<file path="src/hw/rtl/tsp_pkg.sv">
// ----------------------------------------------------------------------------
// tsp_pkg
// Types, constants and helpers for the trapezoidal setpoint profiler.
// ----------------------------------------------------------------------------
`default_nettype none

package tsp_pkg;

    localparam int NUM_AXES = 3;

    localparam logic [32:0] TOL_POS  = 33'd66;
    localparam logic [31:0] SNAP_VEL = 32'd6554;

    localparam logic [30:0] CRUISE_RESET = 31'd4588;
    localparam logic [30:0] SPEED_RESET  = 31'd9175;
    localparam logic [15:0] RATE_RESET   = 16'd20;

    localparam logic [1:0] REG_CRUISE_ACCEL = 2'd0;
    localparam logic [1:0] REG_MAX_SPEED    = 2'd1;
    localparam logic [1:0] REG_TICK_RATE    = 2'd2;

    localparam logic signed [31:0] S32_MAX = 32'sh7FFF_FFFF;
    localparam logic signed [31:0] S32_MIN = 32'sh8000_0000;

    typedef enum logic [3:0] {
        OP_NONE,
        OP_LOAD,
        OP_ERR,
        OP_MUL,
        OP_DECIDE,
        OP_DIV_BRK,
        OP_SET_BRK,
        OP_DIV_VEL,
        OP_SET_VEL,
        OP_DIV_POS,
        OP_SET_POS,
        OP_SNAP,
        OP_OUT
    } tsp_op_t;

    typedef enum logic [3:0] {
        S_IDLE,
        S_ERR,
        S_MUL,
        S_CHOOSE,
        S_BRK_GO,
        S_BRK_WAIT,
        S_BRK_SET,
        S_VEL_GO,
        S_VEL_WAIT,
        S_VEL_SET,
        S_POS_GO,
        S_POS_WAIT,
        S_POS_SET,
        S_SNAP,
        S_NEXT,
        S_OUT
    } tsp_state_t;

    typedef struct packed {
        tsp_op_t    op;
        logic [1:0] axis;
    } tsp_cmd_t;

    typedef struct packed {
        logic tol;
        logic snap;
        logic brake;
        logic div_done;
    } tsp_status_t;

    typedef struct packed {
        logic signed [31:0] pos_x;
        logic signed [31:0] pos_y;
        logic signed [31:0] pos_z;
        logic signed [31:0] vel_x;
        logic signed [31:0] vel_y;
        logic signed [31:0] vel_z;
        logic signed [31:0] acc_x;
        logic signed [31:0] acc_y;
        logic signed [31:0] acc_z;
        logic [2:0]         done_mask;
    } tsp_result_t;

    function automatic logic signed [31:0] sat32(input logic signed [33:0] x);
        logic signed [31:0] r;
        if (x > 34'sh0_7FFF_FFFF)
        begin
            r = S32_MAX;
        end
        else if (x < -34'sh0_8000_0000)
        begin
            r = S32_MIN;
        end
        else
        begin
            r = x[31:0];
        end
        return r;
    endfunction

endpackage

`default_nettype wire

</file>
<file path="src/hw/rtl/tsp_controller.sv">
// ----------------------------------------------------------------------------
// tsp_controller
// Steps each axis through error, then a snap or the decision and divisions.
// ----------------------------------------------------------------------------
`default_nettype none

module tsp_controller
    import tsp_pkg::*;
(
    input  wire logic        clk,
    input  wire logic        rst_n,
    input  wire logic        in_valid,
    output logic             in_ready,
    output logic             out_valid,
    input  wire logic        out_ready,
    input  wire tsp_status_t status,
    output tsp_cmd_t         cmd
);

    tsp_state_t state_reg, state_next;
    logic [1:0] axis_reg, axis_next;
    logic       oval_reg, oval_next;
    logic       out_free;

    assign out_free = !oval_reg || out_ready;

    always_comb
    begin
        state_next = state_reg;
        axis_next  = axis_reg;
        unique case (state_reg)
            S_IDLE:
            begin
                if (in_valid)
                begin
                    state_next = S_ERR;
                    axis_next  = 2'd0;
                end
            end
            S_ERR:
            begin
                if (status.tol)
                begin
                    state_next = S_MUL;
                end
                else if (status.snap)
                begin
                    state_next = S_SNAP;
                end
                else
                begin
                    state_next = S_NEXT;
                end
            end
            S_MUL:      state_next = S_CHOOSE;
            S_CHOOSE:   state_next = status.brake ? S_BRK_GO : S_VEL_GO;
            S_BRK_GO:   state_next = S_BRK_WAIT;
            S_BRK_WAIT: state_next = status.div_done ? S_BRK_SET : S_BRK_WAIT;
            S_BRK_SET:  state_next = S_VEL_GO;
            S_VEL_GO:   state_next = S_VEL_WAIT;
            S_VEL_WAIT: state_next = status.div_done ? S_VEL_SET : S_VEL_WAIT;
            S_VEL_SET:  state_next = S_POS_GO;
            S_POS_GO:   state_next = S_POS_WAIT;
            S_POS_WAIT: state_next = status.div_done ? S_POS_SET : S_POS_WAIT;
            S_POS_SET:  state_next = S_NEXT;
            S_SNAP:     state_next = S_NEXT;
            S_NEXT:
            begin
                if (axis_reg == 2'd2)
                begin
                    state_next = S_OUT;
                end
                else
                begin
                    axis_next  = axis_reg + 2'd1;
                    state_next = S_ERR;
                end
            end
            S_OUT:
            begin
                if (out_free)
                begin
                    state_next = S_IDLE;
                end
            end
            default:    state_next = S_IDLE;
        endcase
    end

    always_comb
    begin
        cmd.axis = axis_reg;
        cmd.op   = OP_NONE;
        in_ready = 1'b0;
        unique case (state_reg)
            S_IDLE:
            begin
                in_ready = 1'b1;
                cmd.op   = in_valid ? OP_LOAD : OP_NONE;
            end
            S_ERR:      cmd.op = OP_ERR;
            S_MUL:      cmd.op = OP_MUL;
            S_CHOOSE:   cmd.op = status.brake ? OP_NONE : OP_DECIDE;
            S_BRK_GO:   cmd.op = OP_DIV_BRK;
            S_BRK_SET:  cmd.op = OP_SET_BRK;
            S_VEL_GO:   cmd.op = OP_DIV_VEL;
            S_VEL_SET:  cmd.op = OP_SET_VEL;
            S_POS_GO:   cmd.op = OP_DIV_POS;
            S_POS_SET:  cmd.op = OP_SET_POS;
            S_SNAP:     cmd.op = OP_SNAP;
            S_OUT:      cmd.op = out_free ? OP_OUT : OP_NONE;
            default:    cmd.op = OP_NONE;
        endcase
    end

    always_comb
    begin
        oval_next = oval_reg;
        if (oval_reg && out_ready)
        begin
            oval_next = 1'b0;
        end
        if (state_reg == S_OUT && out_free)
        begin
            oval_next = 1'b1;
        end
    end

    always_ff @(posedge clk or negedge rst_n)
    begin
        if (!rst_n)
        begin
            state_reg <= S_IDLE;
            axis_reg  <= 2'd0;
            oval_reg  <= 1'b0;
        end
        else
        begin
            state_reg <= state_next;
            axis_reg  <= axis_next;
            oval_reg  <= oval_next;
        end
    end

    assign out_valid = oval_reg;

endmodule

`default_nettype wire

</file>
<file path="config.mk">
export PLATFORM = sky130hd
export DESIGN_NAME = tsp_controller
export DESIGN_NICKNAME = d
export VERILOG_FILES = /design/src/hw/rtl/tsp_pkg.sv /design/src/hw/rtl/tsp_controller.sv
export SDC_FILE = /design/constraint.sdc
export NUM_CORES = 1
export LEC_CHECK = 0
export BUFFER_PORTS_ARGS = -buffer_cell sky130_fd_sc_hd__buf_2
export CAP_MARGIN = 0
export CORE_MARGIN = 4
export CORE_UTILIZATION = 46
export CTS_CLUSTER_DIAMETER = 30
export DETAILED_ROUTE_END_ITERATION = 7
export HOLD_SLACK_MARGIN = 0.08
export PLACE_DENSITY = 0.71
export SKIP_CTS_REPAIR_TIMING = 1
export SLEW_MARGIN = 20
export SYNTH_ARGS = -nofsm -noshare
export SYNTH_HDL_FRONTEND = slang
export SYNTH_SLANG_ARGS = --single-unit
</file>
<file path="constraint.sdc">
create_clock -name clk -period 1.22 [get_ports clk]
set_input_delay 0.244 -clock clk [delete_from_list [all_inputs] [get_ports clk]]
set_output_delay 0.244 -clock clk [all_outputs]
set_load 0.005 [all_outputs]
</file>
==> results of run 1 <==
[per-stage QoR]
| step | area, sq um | total power, uW | util | cells | hold slack (ps) |
|---|---|---|---|---|---|
| after global routing | 1032 | 3576 | 0.7739 | 142 | 310.1 |
| after global placement | 895.9 | 2520 | 0.6717 | 134 | 85.82 |
| after CTS | 923.4 | 2827 | 0.6923 | 138 | -193.9 |
| after detailed placement | 895.9 | 2586 | 0.6717 | 134 | 90.20 |
| final | 1032 | 3349 | 0.7739 | 142 | 308.1 |
| after floorplan | 676.9 | 1720 | - | 87 | -51.59 |
[cell families (layout without fill, tap and decap cells)]
family | after synthesis | in the layout | share of synthesized area
AO/OA/AOI/OAI | 36 | 36 | 0.3340
XOR/XNOR | 1 | 1 | 0.01306
adder cells (fa/ha/maj) | 1 | 1 | 0.01865
buffers and inverters | 14 | 54 | 0.1213
flip-flops | 7 | 7 | 0.2612
multiplexers | 1 | 1 | 0.01493
AND/OR/NAND/NOR | 27 | 27 | 0.2369
[layer usage]
metal	global-route usage	up-vias	wire, um
li1	-	398	-
met4	0.1420	0	63
met5	0	-	0
met2	0.3159	49	1250
met3	0.07422	8	179
met1	0.2904	374	1021
[final cells by class]
| cell class | count | area, sq um | area share |
|---|---|---|---|
| multi-input combinational | 66 | 471.7 | 0.4570 |
| timing repair buffer | 43 | 306.5 | 0.2970 |
| sequential | 7 | 178.9 | 0.1733 |
| inverter | 7 | 28.78 | 0.02788 |
| clock buffer | 3 | 22.52 | 0.02182 |
| tap | 15 | 18.77 | 0.01818 |
| clock inverter | 1 | 5.005 | 0.004848 |
[cells in the final DEF (no fill, tap or decap), types with 2 or more instances in the layout]
cell,Yosys,final
nand2b_1,7,6
nor2_1,3,2
buf_2,2,15
buf_4,3,22
dfrtp_1,7,4
a22oi_1,2,2
clkbuf_4,0,3
nor3_1,2,2
o22ai_1,3,2
o21a_1,3,3
inv_1,6,6
nand2_1,4,4
nand3_1,4,4
a21oi_2,0,2
a21oi_1,6,3
o21ai_0,6,5
buf_6,2,5
o21ai_1,8,8
dfrtp_2,0,3
[critical path, delay by kind of cell, from the launching register on]
family | cells | cell delay, ps
buffers and inverters | 1 | 170
and+or+nand+nor | 1 | 240
AOI/OAI and AO/OA | 2 | 400
DFF | 1 | 430
[report_power, final]
group          internal, uW  total, uW  switching, uW
clock                   121        221            100
combinational          1290       2560           1270
sequential              364        566            202
[how the worst max path moves through the flow]
| stage | startpoint | endpoint | slack (ps) | cells after the start |
|---|---|---|---|---|
| after global placement | state_reg[0] | cmd[3] | -150 | 4 |
| after floorplan | state_reg[2] | cmd[2] | 0.5 | 5 |
| after global routing | state_reg[1] | cmd[3] | -600 | 4 |
| final | state_reg[1] | cmd[3] | -530 | 4 |
| after CTS | state_reg[0] | cmd[3] | -470 | 4 |
| after detailed placement | state_reg[0] | cmd[3] | -190 | 4 |
==> out/qor.yml, run 1 <==
status:
  status: "complete, but fails checks"
  violations: "negative setup slack"
setup_path:
  data_arrival_time_of_the_worst_path_ps: 1500
  reg2reg_start: "state_reg[1]"
  critical_path.endpoint_type: "output pin"
  regToRegSetupSlack_ps: -200
  worstRegToRegCells: 5
  crit_fanout: 4
  crit_type: "reg2out"
  critical_path.reg2reg.endpoint: "axis_reg[0]"
  worstPathRequired_ps: 980
  cp-start-kind: "register"
  slowest_stage: "dfrtp_1"
  crit_path_cell_trace: "nand2b_1 -> o21ai_1 -> o2bb2ai_1 -> buf_2"
  worst_path_largest_cell_delay_ps: 430
detailed_routing:
  avgRoutedWirePerCell_um: 17.71
  route.detailed.vias_per_inst: 5.838
  drc: 0
  drtAntennaViolNets: 0
  via_count: 829
  final_wirelength_um: 2515
  detailedRoute.firstPassIterationCount: 4
  drtIter0Drc: 26
sta:
  skew_ps: 4.156
  finalHoldViolations: 0
  period_needed_ps: 1747
  fin_setup_tns_ps: -3086
  fmaxAchievable_ghz: 0.5724
  grt_setup_unrepaired: "true"
  finalSetupViolations: 11
  worst_slack_setup_final_ps: -527.1
  final.period_utilization: 1.432
  number_of_slew_limit_violations_in_the_final_report: 0
  relSlewSlack: 0.8029
  worst-slew-pin-transition_ps: 291.5
cells_and_area:
  design.final.nets: 137
  area_growth_syn_to_fin_pct: 53.92
  antenna-diode-count: 0
  final.fill_count: 76
  drive_above_1_share: 0.4882
  largest_register_ff_count: 4
power_and_ir_drop:
  leakage_uw: 0.0004796
  power.density_cell_area_nw_per_um2: 3244
  power.ir.vdd_worst_mv: 1.870
synthesis:
  synth_sequential_area_ratio: 0.2612
  synth-edff-count: 0
  synthesis.instances: 87
  ys_top_cells_by_area: "dfrtp_1 26%, nand2b_1 6.5%, o21ai_1 6.0%"
  synth_top_cell_area_share: 0.2612
  synthTopCellsByCount: "8 x o21ai_1, 7 x dfrtp_1, 7 x nand2b_1"
  yosysUniqueCellTypes: 34
  synthesis.nets: 96
  synthesis.yosys.warnings: 0
  synthFlopType: "dfrtp_1"
  synthArstFlopShare: 1.000
  synth_largest_area_cell: "dfrtp_1"
  ys_ff_latch: 7
  most_frequently_used_cell_type_in_the_post_synthesis_netlist: "o21ai_1"
  synth_area_per_cell_sq_um: 7.709
  synthesized_cell_area_sq_um: 670.6
clocking:
  cts_htree_levels: 1
  tritoncts: "done"
  worstSkewPairLatency_ps: 260
  cell_at_the_root_of_the_clock_tree: "clkbuf_4"
  cts_bufs_inserted: 3
  clk_transition_reported_paths_ps: 60
  ctsLongestPathBuffers: 2
  cts_num_sinks: 7
min_path:
  min_from: "in_valid"
  worstHoldPathCells: 3
  hold_end: "state_reg[0]"
  holdCritPathClass: "in2reg"
global_routing:
  grt_first_pass_wirelength_um: 3394
  grt_max_degree: 10
  grt-ovfl-total: 0
  first_global_vias: 776
  grt_usage: 0.2250
  antenna_found_initial: 0
floorplan:
  die_width_um: 46.18
  core-area_sq_um: 1334
  placementRows: 13
  boundaryPins: 16
  initial_core_util: 0.5028
  floorplan.die.height_um: 46.18
  fp.dieArea_sq_um: 2133
placement:
  detailedPlacementHpwl_um: 1562
  preCtsSetupSlack_ps: -188.2
  port_buffers: 15
  gpl.final_weighted_congestion: 0.8698
run:
  maxCapViolCount: 0
(Power assumes the default switching activity.)
==> run 2: changes to the inputs <==
--- a/config.mk
+++ b/config.mk
@@ -11,6 +11,7 @@
 export CORE_UTILIZATION = 46
 export CTS_CLUSTER_DIAMETER = 30
 export DETAILED_ROUTE_END_ITERATION = 7
+export GPL_TIMING_DRIVEN = 0
 export HOLD_SLACK_MARGIN = 0.08
 export PLACE_DENSITY = 0.71
 export SKIP_CTS_REPAIR_TIMING = 1
==> run 2 against run 1 <==
The flow still finishes with violations (negative setup slack). Sequential cell count unchanged. Clock skew is 6.8 ps higher. First-iteration DRC count up 92%. Design area decreased by 2.8%. Power down 4.8%. Critical path depth increased by 2. Utilization shrank 2.2 points. Largest cell class unchanged. Count of clock-buffer cells in the layout is 1 higher. Global-route usage fell by 2.9 points. Clock power rose by 6%. Sequential share of layout area grew 0.25 points. Die area stayed put. Critical endpoint is now cmd[4].
==> out/qor.yml, run 2 (same netlist as run 1, synthesis figures left out) <==
sta:
  finalHoldViolations: 0
  fmaxAchievable_ghz: 0.6034
  number_of_slew_limit_violations_in_the_final_report: 0
  worst-slew-pin-transition_ps: 242.1
  worst_slack_setup_final_ps: -437.2
  final.period_utilization: 1.358
  relSlewSlack: 0.8360
  fin_setup_tns_ps: -2525
  finalSetupViolations: 11
  fin_hold_ws_ps: 257.3
  period_needed_ps: 1657
  skew_ps: 10.94
  grt_setup_unrepaired: "true"
power_and_ir_drop:
  power.ir.vdd_worst_mv: 1.697
  share_of_total_power_in_combinational_logic: 0.779
  netSwitchingPower_uw: 1528
  power.density_cell_area_nw_per_um2: 3178
  p_int_uw: 1661
  power_switching_share: 0.4792
  leakage_uw: 0.0004528
  pwr-share-seq: 0.148
  clock_power_share: 0.074
detailed_routing:
  final_wirelength_um: 2245
  drtAntennaViolNets: 0
  avgRoutedWirePerCell_um: 17.40
  detailedRoute.firstPassIterationCount: 4
  drtIter0Drc: 50
  via_count: 830
  route.detailed.vias_per_inst: 6.434
  drc: 0
cells_and_area:
  area_growth_syn_to_fin_pct: 49.63
  final.fill_count: 86
  drive_above_1_share: 0.4825
  design.final.nets: 124
  final_common_cell: "buf_2"
  most-common-layout-cells: "15 x buf_2, 7 x buf_4, 6 x inv_1, 6 x o21ai_1, 6 x dfrtp_1"
  largest_register_ff_count: 4
  antenna-diode-count: 0
floorplan:
  boundaryPins: 16
  floorplan.die.height_um: 46.18
  placementRows: 13
  initial_core_util: 0.5028
  core-area_sq_um: 1334
  die_width_um: 46.18
  fp.dieArea_sq_um: 2133
clocking:
  cell_at_the_root_of_the_clock_tree: "clkbuf_4"
  cts_htree_levels: 1
  worstSkewPairLatency_ps: 270
  ctsLongestPathBuffers: 2
  tritoncts: "done"
  cts_num_sinks: 7
  cts_bufs_inserted: 3
  clk_transition_reported_paths_ps: 60
setup_path:
  critical_path.endpoint_type: "output pin"
  cp-start-kind: "register"
  worstPathRequired_ps: 980
  crit_fanout: 7
  slowest_stage: "dfrtp_1"
  crit_type: "reg2out"
  worst_path_largest_cell_delay_ps: 390
  data_arrival_time_of_the_worst_path_ps: 1410
  crit_path_cell_trace: "buf_6 -> buf_8 -> a21oi_4 -> o22ai_2 -> a22o_1 -> buf_2"
global_routing:
  grt-ovfl-total: 0
  grt_usage: 0.1960
  grt_first_pass_wirelength_um: 2932
  first_global_vias: 673
  grt_max_degree: 11
  antenna_found_initial: 0
status:
  status: "complete, but fails checks"
  violations: "negative setup slack"
run:
  maxCapViolCount: 0
placement:
  port_buffers: 15
  gpl.final_weighted_congestion: 0.8097
  preCtsSetupSlack_ps: -192.2
  detailedPlacementHpwl_um: 1316
min_path:
  holdCritPathClass: "in2reg"
## run 2: per-layer routing
| metal | share of wire | global-route usage | vias to the layer above | wire length, um |
|---|---|---|---|---|
| li1 | - | - | 370 | - |
| met3 | 0.098 | 0.05859 | 16 | 219 |
| met5 | 0 | 0 | - | 0 |
| met2 | 0.48 | 0.3077 | 56 | 1073 |
| met1 | 0.39 | 0.2524 | 388 | 879 |
| met4 | 0.032 | 0.06818 | 0 | 72 |
## run 2: worst max-delay path, delay by kind of cell, from the launching register on
family                 cells  cell delay [ps]
buffers and inverters      3              400
AO/OA/AOI/OAI              3              360
flip-flops                 1              390
## run 2: power groups by stage
stage	registers, uW	clock network [uW]	logic [uW]
6_report	471	234	2480
5_1_grt	487	256	2640
4_1_cts	436	234	1740
3_5_place_dp	438	0	1740
3_3_place_gp	433	0	1730
2_1_floorplan	432	0	1290
## run 2: worst paths after layout
| path | from | endpoint | slack [ps] | cells after the start |
|---|---|---|---|---|
| min in group asynchronous | rst_n | out_valid | 320 | 2 |
| min | in_valid | state_reg[0] | 260 | 3 |
| max | state_reg[2] | cmd[4] | -440 | 6 |
| max reg2reg | state_reg[2] | state_reg[3] | -160 | 6 |
| max in group asynchronous | rst_n | state_reg[3] | 710 | 2 |
| min reg2reg | axis_reg[0] | axis_reg[0] | 540 | 1 |
## run 2: stage by stage
step | instances | power (uW) | util | cell area (sq um)
finish | 129 | 3189 | 0.7523 | 1003
global route | 129 | 3383 | 0.7523 | 1003
CTS | 121 | 2408 | 0.5976 | 797.0
detailed placement | 117 | 2174 | 0.5779 | 770.7
global placement | 117 | 2161 | 0.5779 | 770.7
floorplan | 87 | 1720 | - | 676.9
## run 2: cell type report
class	count	area (sq um)	share of cell area
tap	15	18.77	0.01870
sequential	7	176.4	0.1758
inverter	7	26.28	0.02618
clock buffer	4	26.28	0.02618
multi-input combinational	66	526.8	0.5249
buffer	7	78.83	0.07855
timing repair buffer	23	150.1	0.1496
==> run 3: changes to the inputs <==
--- a/config.mk
+++ b/config.mk
@@ -8,12 +8,12 @@
 export BUFFER_PORTS_ARGS = -buffer_cell sky130_fd_sc_hd__buf_2
 export CAP_MARGIN = 0
 export CORE_MARGIN = 4
-export CORE_UTILIZATION = 46
+export CORE_UTILIZATION = 50
 export CTS_CLUSTER_DIAMETER = 30
 export DETAILED_ROUTE_END_ITERATION = 7
 export GPL_TIMING_DRIVEN = 0
 export HOLD_SLACK_MARGIN = 0.08
-export PLACE_DENSITY = 0.71
+export PLACE_DENSITY = 0.73
 export SKIP_CTS_REPAIR_TIMING = 1
 export SLEW_MARGIN = 20
 export SYNTH_ARGS = -nofsm -noshare
==> constraint.sdc (replaced) <==
create_clock -name clk -period 1.6 [get_ports clk]
set_input_delay 0.32 -clock clk [delete_from_list [all_inputs] [get_ports clk]]
set_output_delay 0.32 -clock clk [all_outputs]
set_load 0.005 [all_outputs]
==> run 3 against run 2 <==
The run still ends with negative setup slack left. Global-route usage decreased by 0.59 points. Utilization up 10 points. Combinational power is 21% lower. Clock power down 29%. Worst hold slack better by 140 ps. Power shrank 22%. Clock skew down 2.0 ps. Via count down 0.24%. Largest cell class unchanged.
==> out/qor.yml, run 3 (same netlist as run 1, synthesis figures left out) <==
status:
  status: "complete, but fails checks"
  violations: "negative setup slack"
global_routing:
  antenna_found_initial: 0
  grt_max_degree: 11
  grt_usage: 0.1901
  grt_first_pass_wirelength_um: 2787
  grt-ovfl-total: 0
  first_global_vias: 575
clocking:
  worstSkewPairLatency_ps: 260
  clk_transition_reported_paths_ps: 60
  ctsLongestPathBuffers: 2
  tritoncts: "done"
  cts_htree_levels: 1
  cell_at_the_root_of_the_clock_tree: "clkbuf_4"
  cts_num_sinks: 7
  cts_bufs_inserted: 3
min_path:
  holdCritPathClass: "in2reg"
setup_path:
  critical_path.endpoint_type: "output pin"
  critical_path.endpoint: "cmd[3]"
  worst_path_largest_cell_delay_ps: 370
  worst_path_dominant_cell_family: "buffers and inverters"
  cp-start-kind: "register"
  reg2reg_start: "state_reg[1]"
  worstPathRequired_ps: 1280
  crit_path_cell_trace: "buf_6 -> buf_6 -> xnor2_2 -> o2bb2ai_1 -> buf_2"
  slowest_stage: "dfrtp_1"
  data_arrival_time_of_the_worst_path_ps: 1390
  worstRegToRegCells: 7
  crit_fanout: 10
  regToRegSetupSlack_ps: 190
  worstSetupStartpoint: "state_reg[1]"
  critical-path-top-cell-by-count: "buf_6"
  critical_path.reg2reg.endpoint: "state_reg[1]"
  critical_path.n_buffers_inverters: 3
  crit_type: "reg2out"
  timing.critical_path.depth: 5
floorplan:
  floorplan.die.height_um: 44.63
  placementRows: 12
  initial_core_util: 0.5654
  core-area_sq_um: 1186
  fp.dieArea_sq_um: 1991
  boundaryPins: 16
  die_width_um: 44.63
power_and_ir_drop:
  power_switching_share: 0.4622
  netSwitchingPower_uw: 1147
  share_of_total_power_in_combinational_logic: 0.791
  power.density_cell_area_nw_per_um2: 2448
  leakage_uw: 0.0004613
  p_int_uw: 1334
  power.ir.vdd_worst_mv: 1.334
  design_power_total_uw: 2481
  clock_power_share: 0.067
  pwr-share-seq: 0.142
detailed_routing:
  route.detailed.vias_per_inst: 6.273
  drtAntennaViolNets: 0
  drc: 0
  drtIter0Drc: 61
  detailedRoute.firstPassIterationCount: 4
  avgRoutedWirePerCell_um: 16.67
  via_count: 828
  final_wirelength_um: 2201
cells_and_area:
  design.final.nets: 128
  stdcell_count: 132
  antenna-diode-count: 0
  area_growth_syn_to_fin_pct: 51.12
  largest_register_ff_count: 4
  final_util: 0.8544
  final_common_cell: "buf_2"
  drive_above_1_share: 0.4576
  most-common-layout-cells: "15 x buf_2, 11 x buf_4, 7 x o21ai_1"
sta:
  worst-slew-pin-transition_ps: 269.3
  worst_slack_setup_final_ps: -107.4
  number_of_slew_limit_violations_in_the_final_report: 0
  finalSetupViolations: 4
  fin_setup_tns_ps: -387.7
  skew_ps: 8.903
  final.period_utilization: 1.067
  grt_setup_unrepaired: "true"
  fmaxAchievable_ghz: 0.5857
  finalHoldViolations: 0
  period_needed_ps: 1707
  relSlewSlack: 0.8179
placement:
  detailedPlacementHpwl_um: 1278
  dp.cells: 116
  gpl.final_weighted_congestion: 0.8626
  port_buffers: 15
  preCtsSetupSlack_ps: 117.3
run:
  maxCapViolCount: 0
## run 3: cell types whose count changed in the layout (fill, tap and decap cells not counted), moves of 2 or more
cell / change
a21oi_2: +2
o21ai_2: -4
o21ai_4: +2
a21oi_1: -2
buf_4: +4
## run 3: through the flow
step	instance area, sq um	hold WS (ps)
2_1_floorplan	670.6	24.41
3_5_place_dp	763.2	166.7
4_1_cts	789.5	-107.7
3_3_place_gp	763.2	156.9
5_1_grt	1013	411.0
6_report	1013	395.3
## run 3: power groups by stage
stage | clock, uW | combinational [uW] | sequential [uW]
finish | 166 | 1960 | 352
global route | 183 | 2110 | 365
CTS | 167 | 1310 | 333
detailed placement | 0 | 1300 | 334
global placement | 0 | 1300 | 330
floorplan | 0 | 972 | 329
## run 3: layout make-up
type                    count  area (sq um)
plain buffers               7         78.83
well taps                  14         17.52
multi-input cells          66         508.0
flip-flops and latches      7         176.4
fillers                    73         172.7
clock buffers               4         26.28
repair buffers             27         180.2
inverters                   7         26.28
## run 3: how the worst min path moves through the flow
stage | startpoint | end | cells after the start
final | in_valid | axis_reg[0] | 4
after global routing | in_valid | axis_reg[0] | 4
after CTS | rst_n | axis_reg[0] | 1
after detailed placement | rst_n | axis_reg[1] | 1
after global placement | rst_n | axis_reg[1] | 1
after floorplan | rst_n | axis_reg[0] | 0
## run 3: metal layers
| metal | part of all wire | vias to the layer above | global-route usage |
|---|---|---|---|
| li1 | - | 381 | - |
| met5 | 0 | - | 0 |
| met1 | 0.39 | 379 | 0.2754 |
| met4 | 0.033 | 0 | 0.01807 |
| met3 | 0.10 | 9 | 0.06504 |
| met2 | 0.48 | 59 | 0.2779 |
## run 3: tightest hold or removal path, stage by stage
cell and delay (ps):
buf_2 100, nand2_1 70, nand3_1 80, o21ai_1 50
